$ cat src/rtl/core/jd2d_pkg.sv
package jd2d_pkg;

	localparam int unsigned JD_W     = 25;
	localparam int unsigned IN_W     = 32;
	localparam int unsigned OUT_W    = 32;
	localparam int unsigned MONTH_W  = 4;
	localparam int unsigned DOM_W    = 5;
	localparam int unsigned YEAR_W   = 16;
	localparam int unsigned WDAY_W   = 3;

	localparam logic [JD_W-1:0] DAY_MIN = 25'd1721120;
	localparam logic [JD_W-1:0] DAY_MAX = 25'd25657575;

	localparam int unsigned DAYS_4000Y  = 1460969;
	localparam int unsigned DAYS_400Y   = 146097;
	localparam int unsigned DAYS_4Y     = 1461;
	localparam int unsigned MONTH_SPAN5 = 153;
	localparam int unsigned WEEK_DAYS   = 7;
	localparam int unsigned YEARS_4000  = 4000;
	localparam int unsigned YEARS_100   = 100;

	// floor(2^k / divisor), k = width of the dividend
	localparam int unsigned RECIP_4000Y = (1 << 25) / DAYS_4000Y;
	localparam int unsigned RECIP_WEEK  = (1 << 25) / WEEK_DAYS;
	localparam int unsigned RECIP_400Y  = (1 << 23) / DAYS_400Y;
	localparam int unsigned RECIP_4Y    = (1 << 18) / DAYS_4Y;
	localparam int unsigned RECIP_SPAN5 = (1 << 11) / MONTH_SPAN5;
	// x / 5 as (x * 205) >> 10, exact for x below 1024
	localparam int unsigned RECIP_5     = 205;

endpackage

$ cat src/rtl/core/julian_day_to_date_unit.sv
// Julian day number to Gregorian date converter.
// Input stream (s_axis_*): one transaction carries one Julian day number.
// Output stream (m_axis_*): one transaction per input, with month, day of
// month, year and weekday (1 Sunday .. 7 Saturday) in tdata and the range
// flag in tuser. Day numbers outside 1721120 .. 25657575 give all-zero
// date fields and a clear flag.
// Throughput is one transaction per cycle while m_axis_tready does not hold
// the output: the constant divisions are reciprocal multiplies, split over
// four pairs of stages (estimate, then remainder with one correction), the
// weekday division sharing the 4000-year pair, plus an input stage and a
// final month and day stage.
// Reset clears all stage valid bits, so the pipeline comes up empty.
// When the receiver holds m_axis_tready low while a result is waiting, the
// whole pipeline freezes and s_axis_tready drops; nothing is lost or
// repeated, and bubbles advance freely while the output is empty.
module julian_day_to_date_unit (
	input  logic                      clk,
	input  logic                      arst_n,
	input  logic                      s_axis_tvalid,
	output logic                      s_axis_tready,
	// [24:0] julian_day, [31:25] zero
	input  logic [jd2d_pkg::IN_W-1:0] s_axis_tdata,
	output logic                      m_axis_tvalid,
	input  logic                      m_axis_tready,
	// [3:0] month, [8:4] day_of_month, [24:9] year, [27:25] weekday, [31:28] zero
	output logic [jd2d_pkg::OUT_W-1:0] m_axis_tdata,
	// [0] valid_res
	output logic                      m_axis_tuser
);

	logic advance;

	logic v_s1, v_s2, v_s3, v_s4, v_s5, v_s6, v_s7, v_s8, v_s9, v_s10;

	logic [24:0] a_s1, a_s2, w_s1, w_s2;
	logic        ok_s1, ok_s2, ok_s3, ok_s4, ok_s5, ok_s6, ok_s7, ok_s8, ok_s9;
	logic [4:0]  qe1_s2, q1_s3, q1_s4;
	logic [22:0] qw_s2;
	logic [2:0]  wd_s3, wd_s4, wd_s5, wd_s6, wd_s7, wd_s8, wd_s9;
	logic [22:0] n3_s3, n3_s4;
	logic [5:0]  qe2_s4;
	logic [17:0] quad_s5, quad_s6;
	logic [16:0] yy_s5, yy_s6, yy_s7, yy_s8, yy_s9;
	logic [6:0]  qe3_s6;
	logic [10:0] t_s7, t_s8;
	logic [3:0]  qe4_s8, m_s9;
	logic [7:0]  r4_s9;

	logic [3:0]  month_s10;
	logic [4:0]  dom_s10;
	logic [15:0] year_s10;
	logic [2:0]  wd_s10;
	logic        ok_s10;

	logic [24:0] jd_in;
	logic [29:0] p1;
	logic [47:0] pw;
	logic [24:0] r1_raw, r7_raw;
	logic [20:0] r1;
	logic [3:0]  r7;
	logic [4:0]  q1;
	logic [28:0] p2;
	logic [22:0] r2_raw;
	logic [17:0] rem2;
	logic [5:0]  c;
	logic [25:0] p3;
	logic [17:0] r3_raw;
	logic [10:0] rem3;
	logic [6:0]  q3;
	logic [14:0] p4;
	logic [10:0] r4_raw;
	logic [7:0]  r4;
	logic [3:0]  m;
	logic [14:0] dp;
	logic [3:0]  mon;
	logic [16:0] yr;

	assign advance       = !v_s10 || m_axis_tready;
	assign s_axis_tready = advance;
	assign m_axis_tvalid = v_s10;
	assign m_axis_tdata  = {4'd0, wd_s10, year_s10, dom_s10, month_s10};
	assign m_axis_tuser  = ok_s10;
	assign jd_in         = s_axis_tdata[24:0];

	always_comb begin
		// 4000-year split and weekday
		p1 = 30'(a_s1) * 30'(jd2d_pkg::RECIP_4000Y);
		pw = 48'(w_s1) * 48'(jd2d_pkg::RECIP_WEEK);

		r1_raw = a_s2 - 25'(25'(qe1_s2) * 25'(jd2d_pkg::DAYS_4000Y));
		if (r1_raw >= 25'(jd2d_pkg::DAYS_4000Y)) begin
			q1 = qe1_s2 + 5'd1;
			r1 = 21'(r1_raw - 25'(jd2d_pkg::DAYS_4000Y));
		end else begin
			q1 = qe1_s2;
			r1 = r1_raw[20:0];
		end
		r7_raw = w_s2 - 25'(25'(qw_s2) * 25'(jd2d_pkg::WEEK_DAYS));
		if (r7_raw[3:0] >= 4'(jd2d_pkg::WEEK_DAYS)) begin
			r7 = r7_raw[3:0] - 4'(jd2d_pkg::WEEK_DAYS);
		end else begin
			r7 = r7_raw[3:0];
		end

		// 400-year split
		p2 = 29'(n3_s3) * 29'(jd2d_pkg::RECIP_400Y);
		r2_raw = n3_s4 - 23'(23'(qe2_s4) * 23'(jd2d_pkg::DAYS_400Y));
		if (r2_raw >= 23'(jd2d_pkg::DAYS_400Y)) begin
			c    = qe2_s4 + 6'd1;
			rem2 = 18'(r2_raw - 23'(jd2d_pkg::DAYS_400Y));
		end else begin
			c    = qe2_s4;
			rem2 = r2_raw[17:0];
		end

		// 4-year split
		p3 = 26'(quad_s5) * 26'(jd2d_pkg::RECIP_4Y);
		r3_raw = quad_s6 - 18'(18'(qe3_s6) * 18'(jd2d_pkg::DAYS_4Y));
		if (r3_raw >= 18'(jd2d_pkg::DAYS_4Y)) begin
			q3   = qe3_s6 + 7'd1;
			rem3 = 11'(r3_raw - 18'(jd2d_pkg::DAYS_4Y));
		end else begin
			q3   = qe3_s6;
			rem3 = r3_raw[10:0];
		end

		// month split, counted from march
		p4 = 15'(t_s7) * 15'(jd2d_pkg::RECIP_SPAN5);
		r4_raw = t_s8 - 11'(11'(qe4_s8) * 11'(jd2d_pkg::MONTH_SPAN5));
		if (r4_raw >= 11'(jd2d_pkg::MONTH_SPAN5)) begin
			m  = qe4_s8 + 4'd1;
			r4 = 8'(r4_raw - 11'(jd2d_pkg::MONTH_SPAN5));
		end else begin
			m  = qe4_s8;
			r4 = r4_raw[7:0];
		end

		// day of month and shift back to january-based months
		dp = 15'(r4_s9 + 8'd5) * 15'(jd2d_pkg::RECIP_5);
		if (m_s9 < 4'd10) begin
			mon = m_s9 + 4'd3;
			yr  = yy_s9;
		end else begin
			mon = m_s9 - 4'd9;
			yr  = yy_s9 + 17'd1;
		end
	end

	always_ff @(posedge clk or negedge arst_n) begin
		if (!arst_n) begin
			v_s1  <= 1'b0;
			v_s2  <= 1'b0;
			v_s3  <= 1'b0;
			v_s4  <= 1'b0;
			v_s5  <= 1'b0;
			v_s6  <= 1'b0;
			v_s7  <= 1'b0;
			v_s8  <= 1'b0;
			v_s9  <= 1'b0;
			v_s10 <= 1'b0;
		end else if (advance) begin
			v_s1  <= s_axis_tvalid;
			v_s2  <= v_s1;
			v_s3  <= v_s2;
			v_s4  <= v_s3;
			v_s5  <= v_s4;
			v_s6  <= v_s5;
			v_s7  <= v_s6;
			v_s8  <= v_s7;
			v_s9  <= v_s8;
			v_s10 <= v_s9;
		end
	end

	always_ff @(posedge clk) begin
		if (advance) begin
			a_s1  <= jd_in - jd2d_pkg::DAY_MIN;
			w_s1  <= jd_in + 25'd1;
			ok_s1 <= (jd_in >= jd2d_pkg::DAY_MIN) && (jd_in <= jd2d_pkg::DAY_MAX);

			qe1_s2 <= p1[29:25];
			qw_s2  <= pw[47:25];
			a_s2   <= a_s1;
			w_s2   <= w_s1;
			ok_s2  <= ok_s1;

			q1_s3 <= q1;
			n3_s3 <= {r1, 2'b11};
			wd_s3 <= 3'(r7 + 4'd1);
			ok_s3 <= ok_s2;

			qe2_s4 <= p2[28:23];
			n3_s4  <= n3_s3;
			q1_s4  <= q1_s3;
			wd_s4  <= wd_s3;
			ok_s4  <= ok_s3;

			quad_s5 <= rem2 | 18'd3;
			yy_s5   <= 17'(17'(q1_s4) * 17'(jd2d_pkg::YEARS_4000))
				+ 17'(17'(c) * 17'(jd2d_pkg::YEARS_100));
			wd_s5   <= wd_s4;
			ok_s5   <= ok_s4;

			qe3_s6  <= p3[24:18];
			quad_s6 <= quad_s5;
			yy_s6   <= yy_s5;
			wd_s6   <= wd_s5;
			ok_s6   <= ok_s5;

			t_s7  <= 11'(11'd5 * (11'(rem3[10:2]) + 11'd1) - 11'd3);
			yy_s7 <= yy_s6 + 17'(q3);
			wd_s7 <= wd_s6;
			ok_s7 <= ok_s6;

			qe4_s8 <= p4[14:11];
			t_s8   <= t_s7;
			yy_s8  <= yy_s7;
			wd_s8  <= wd_s7;
			ok_s8  <= ok_s7;

			m_s9  <= m;
			r4_s9 <= r4;
			yy_s9 <= yy_s8;
			wd_s9 <= wd_s8;
			ok_s9 <= ok_s8;

			month_s10 <= ok_s9 ? mon : 4'd0;
			dom_s10   <= ok_s9 ? dp[14:10] : 5'd0;
			year_s10  <= ok_s9 ? yr[15:0] : 16'd0;
			wd_s10    <= ok_s9 ? wd_s9 : 3'd0;
			ok_s10    <= ok_s9;
		end
	end

endmodule
$ cat config.mk
export PLATFORM = sky130hd
export DESIGN_NAME = julian_day_to_date_unit
export DESIGN_NICKNAME = d
export VERILOG_FILES = /design/src/rtl/core/jd2d_pkg.sv /design/src/rtl/core/julian_day_to_date_unit.sv
export SDC_FILE = /design/constraint.sdc
export NUM_CORES = 2
export LEC_CHECK = 0
export BUFFER_PORTS_ARGS = -buffer_cell sky130_fd_sc_hd__buf_2
export CORE_AREA = 2 2 245 343
export DETAILED_ROUTE_END_ITERATION = 7
export DIE_AREA = 0 0 247 345
export PLACE_DENSITY = 0.61
export SLEW_MARGIN = 20
export SYNTH_ARGS = -nofsm -noshare
export SYNTH_HDL_FRONTEND = slang
export SYNTH_SLANG_ARGS = --single-unit
$ cat constraint.sdc
create_clock -name clk -period 10.75 [get_ports clk]
set_clock_uncertainty 0.15 [all_clocks]
set_input_delay 1.075 -clock clk [delete_from_list [all_inputs] [get_ports clk]]
set_output_delay 1.075 -clock clk [all_outputs]
set_load 0.02 [all_outputs]
[Word-level counts from Yosys, hierarchy flattened]
Cells that the tools add are included.
Storage, ports and cells
  flip-flop bits (word level): 391
  output and inout port bits: 35
  logic and storage cells: 116
Operators by class
  $add $sub $neg: 25
  multiply operators: 14
  $lt $le $gt $ge: 8
  mux-type cells: 11
  reductions and logical operators: 3
Operators by type and width (number)
  25-bit by 21-bit greater-or-equal comparator with 1-bit output (second input constant): 2
  25-bit by 22-bit multiplier with 47-bit output (second input constant): 1
  23-bit by 6-bit multiplier with 29-bit output (second input constant): 1
  25-bit by 4-bit multiplier with 29-bit output (second input constant): 1
  25-bit by 1-bit adder with 25-bit output (second input constant): 1
  25-bit <= comparator (second input constant): 1
  18-bit by 8-bit multiplier with 25-bit output (second input constant): 1
  5-bit by 21-bit multiplier with 25-bit output (second input constant): 1
  25-bit by 21-bit subtractor with 25-bit output (second input constant): 1
  25-bit subtractor: 1
  23-bit by 18-bit greater-or-equal comparator with 1-bit output (second input constant): 1
  23-bit by 3-bit multiplier with 4-bit output (second input constant): 1
  6-bit by 18-bit multiplier with 23-bit output (second input constant): 1
  23-bit subtractor: 1
  21-bit two-way mux: 1
  21-bit subtractor (second input constant): 1
  18-bit by 11-bit greater-or-equal comparator with 1-bit output (second input constant): 1
  7-bit by 11-bit multiplier with 18-bit output (second input constant): 1
  18-bit two-way mux: 1
  18-bit subtractor: 1
  18-bit subtractor (second input constant): 1
  16-bit by 1-bit adder with 16-bit output (second input constant): 1
  16-bit by 13-bit adder with 16-bit output: 1
  16-bit by 7-bit adder with 16-bit output: 1
  35 further kinds: 36

[Depth between registers and ports, before layout]
  depth after elaboration: 7
  gate-level depth with buffers: 38
  depth with buffers taken out: 35

[Least setup slack after synthesis]
No wires, ideal clock.
  path type: input-to-output
  start point: in m_axis_tready
  end point: out s_axis_tready
  data arrival time: 8.350 ns
  slack: 1.175 ns
  stages on the path: 3
  path through: nor2b_1 > buf_1 > inv_1
Between the ends
  longest elaborated chain between the ends: 1
Ends and longest elaborated chain
  start, declared: RTL line julian_day_to_date_unit.sv:24  | input logic m_axis_tready,
  1-bit logical OR: RTL line julian_day_to_date_unit.sv:78  | assign advance = !v_s10 || m_axis_tready;
  end, declared: RTL line julian_day_to_date_unit.sv:20  | output logic s_axis_tready,
Every way passes these cells.

[Worst setup path in the final report]
  start point: reg qe3_s6[1]
  end point: reg t_s7[10] (data pin)
Between the ends
  longest elaborated chain between the ends: 7
  elaborated cells on any way between the ends: 8
  those cells by class: add/sub: 4; mul: 2; order compare: 1; mux: 1
Ends and longest elaborated chain
  start, declared: RTL line julian_day_to_date_unit.sv:44  | logic [6:0] qe3_s6;
  start signal, assigned: RTL line julian_day_to_date_unit.sv:204  | qe3_s6 <= p3[24:18];
  7-bit by 11-bit multiplier with 18-bit output *: RTL line julian_day_to_date_unit.sv:118  | r3_raw = quad_s6 - 18'(18'(qe3_s6) * 18'(jd2d_pkg::DAYS_4Y));
  18-bit subtractor *: RTL line julian_day_to_date_unit.sv:118
  18-bit by 11-bit greater-or-equal comparator with 1-bit output or 11-bit subtractor (tied branches): RTL line julian_day_to_date_unit.sv:119, julian_day_to_date_unit.sv:121
  11-bit two-way mux *: RTL line julian_day_to_date_unit.sv:119  | if (r3_raw >= 18'(jd2d_pkg::DAYS_4Y)) begin
  named net rem3[2]: RTL line julian_day_to_date_unit.sv:68  | logic [10:0] rem3;
  9-bit by 1-bit adder with 10-bit output *: RTL line julian_day_to_date_unit.sv:210  | t_s7 <= 11'(11'd5 * (11'(rem3[10:2]) + 11'd1) - 11'd3);
  3-bit by 10-bit multiplier with 11-bit output *: RTL line julian_day_to_date_unit.sv:210
  11-bit by 2-bit subtractor with 11-bit output *: RTL line julian_day_to_date_unit.sv:210
  end signal, assigned: RTL line julian_day_to_date_unit.sv:210
  end, declared: RTL line julian_day_to_date_unit.sv:45  | logic [10:0] t_s7, t_s8;
Mark *: on every way through the listed nets, which the timed path passes. The rest lies on a longest branch.
A chain may end at the register's enable or synchronous reset.

==> results.cfg <==
[run_status]
outcome = finished, final reports clean

[setup_path]
crit_fanout = 10
crit_required_ps = 10930
critPathMaxStageDelay_ps = 590
cp-end-kind = register
cp_slowest_cell = edfxtp_1
critPathBufInv = 1
start_kind = register
critPathKind = register to register
cp.arrival_ps = 9530
crit_family = adder cells

[cts]
numCtsBuffers = 42
clock_path_buffers = 3
cts_max_level = 2
path_clk_slew_ps = 60
clock_sinks = 368
hold_buffers = 0
clk_latency_ps = 590
cts-root-buf = clkbuf_16
post_cts_resized = 0
post-cts-setup-buffers = 0
cts_tree = done

[floorplan]
boundaryPins = 71
start_util_pct = 44.5
die_area_sq_um = 85200
core_area_sq_um = 82400
num_rows = 125
die_w_um = 247
die_h_um = 345

[routing]
routed_wl_um = 70500
wl_per_cell_um = 15.4
dr_total_vias = 22900
drtIter0Drc = 793
drc = 0
vias_per_cell = 4.99
ant_nets = 0
dr.pass1.iters = 5

[global_route]
grt_start_max_net_pins = 79
globalRouteMet1Util_pct = 16.6
gr-usage-met2_pct = 35.5
top_usage_layer = met2
use_met3_pct = 1.97
grt_pass1_wl_um = 118000
grt_pass1_vias = 24500
grt-ovfl-total = 0
grt_antenna_before_repair = 0
grt_usage_pct = 17.2

[finish]
area_growth_pct = 8.25
drive_gt1_share_pct = 5.40
antenna_cells = 0
fin_nets = 4436

[placed_design]
port_buffers = 59
place_hpwl_um = 58500
gp_congestion = 0.862

[logic_synthesis]
synth_area_sq_um = 36700
synth-seq-cells = 368
yosysWarningCount = 0
async_reset_ff_share_pct = 2.72
synth_top_area_share_pct = 29.3
synthTopCellsByCount = inv_1 (751), ha_1 (609), edfxtp_1 (358), fa_1 (324), xnor2_1 (219)
synth_seq_area_share_pct = 30.0
syn_inst = 3390
synth_most_common_cell = inv_1
synth_area_leaders = edfxtp_1 (29%), ha_1 (21%), fa_1 (18%), inv_1 (7.7%), xnor2_1 (5.2%)
syn_avg_cell_area_sq_um = 10.8
synth_largest_area_cell = edfxtp_1
ys_types = 89
synthFlopType = edfxtp_1
synth_edf_count = 358

[hold_path]
hold_path_class = input port to async pin

[timing]
rsz0062_at_grt = false
setup_viol = 0
fmaxAchievable_mhz = 107
fin_crit_sh_pct = 87.0
fin_tns_setup_ps = 0
slew_violations = 0
period_needed_ps = 9360
tightestPinTransition_ps = 862
hold_viol_final = 0
slew-limit-headroom_pct = 42.5

[flow_run]
maxCapViolCount = 0
-- worst reg2reg max path, delay by kind of cell (launching register included) --
family / cells / cell delay [ps]
AO/OA/AOI/OAI: 9 / 2080
flip-flops: 1 / 590
multiplexers: 1 / 380
adder cells (fa/ha/maj): 8 / 3460
AND/OR/NAND/NOR: 6 / 1080
buffers and inverters: 1 / 50
XOR/XNOR: 6 / 1320
-- placed cells by master (no fill, tap or decap), types with 12 or more instances in the layout --
| cell | count |
|---|---|
| xor2_1 | 79 |
| nor2_1 | 123 |
| fa_1 | 324 |
| nor2b_1 | 27 |
| o211ai_1 | 16 |
| a31oi_1 | 22 |
| nor4_1 | 13 |
| a21oi_1 | 117 |
| inv_1 | 750 |
| nand2_1 | 120 |
| nand3_1 | 39 |
| o21ai_0 | 80 |
| ha_1 | 609 |
| and2_1 | 37 |
| o21a_1 | 31 |
| or2_2 | 14 |
| nand2b_1 | 19 |
| buf_2 | 59 |
| mux2i_1 | 12 |
| xnor2_1 | 219 |
| o21bai_1 | 26 |
| a21o_1 | 47 |
| edfxtp_1 | 358 |
| nor3_1 | 41 |
| nand4_1 | 22 |
| and3_1 | 22 |
| mux2_2 | 14 |
| clkbuf_16 | 43 |
-- path summary, 6_finish.rpt --
check | start | depth (start not counted) | to | slack, ps
setup / recovery | qe3_s6[1] | 31 | t_s7[10] | 1390
hold / removal | arst_n | 1 | v_s1 | 190
setup reg to reg | qe3_s6[1] | 31 | t_s7[10] | 1390
hold reg to reg | yy_s7[5] | 0 | yy_s8[5] | 260
max in group asynchronous | arst_n | 1 | v_s4 | 10080
min in group clk | yy_s7[5] | 0 | yy_s8[5] | 260
-- area by class of cell --
type                       count  area (sq um)
inverter                     752          2830
tap                         1079          1350
multi-input combinational   2235         22700
clock buffer                  48          1090
clock inverter                30           368
timing repair buffer          68           370
sequential                   368         11000
fill                        7555         42700
-- routing by layer --
| metal | routed length [um] | part of all wire [%] |
|---|---|---|
| met1 | 25200 | 36 |
| met2 | 40700 | 58 |
| met3 | 1570 | 2.2 |
| met4 | 3060 | 4.3 |
| met5 | 0 | 0 |
-- state kept, by name, summed over array words and instances, names as in the netlist, 5 cells and up --
| register | cells |
|---|---|
| yy_s9 | 16 |
| yy_s7 | 16 |
| qe2_s4 | 6 |
| dom_s10 | 5 |
| r4_s9 | 8 |
| yy_s8 | 16 |
| qe3_s6 | 7 |
| q1_s3 | 5 |
| yy_s6 | 14 |
| w_s1 | 25 |
| n3_s3 | 21 |
| quad_s6 | 16 |
| n3_s4 | 21 |
| quad_s5 | 16 |
| year_s10 | 16 |
| t_s7 | 11 |
| a_s1 | 25 |
| qe1_s2 | 5 |
| t_s8 | 11 |
| a_s2 | 25 |
| q1_s4 | 5 |
| yy_s5 | 14 |
-- logic make-up after synthesis --
logic type                 share of synthesized area [%]
adders and majority gates                           38.5
muxes                                              0.794
buffers and inverters                               8.17
xor gates and xnor gates                            7.26
other                                             0.0102
DFF                                                 30.0
and+or+nand+nor                                     7.54
AOI/OAI and AO/OA                                   7.79
-- per-stage QoR --
step	cells	setup slack [ps]	instance area, sq um	hold WS [ps]	util [%]
after CTS	4579	1420	39700	163	48.2
after global routing	4580	724	39700	178	48.2
final	4580	1390	39700	191	48.2
after floorplan	3393	1180	36700	250	-
after global placement	4501	1530	38300	251	46.4
after detailed placement	4501	1440	38300	255	46.4
Power is not shown: default switching activity piles up to over one toggle a cycle in this logic, so the estimate is an artifact.
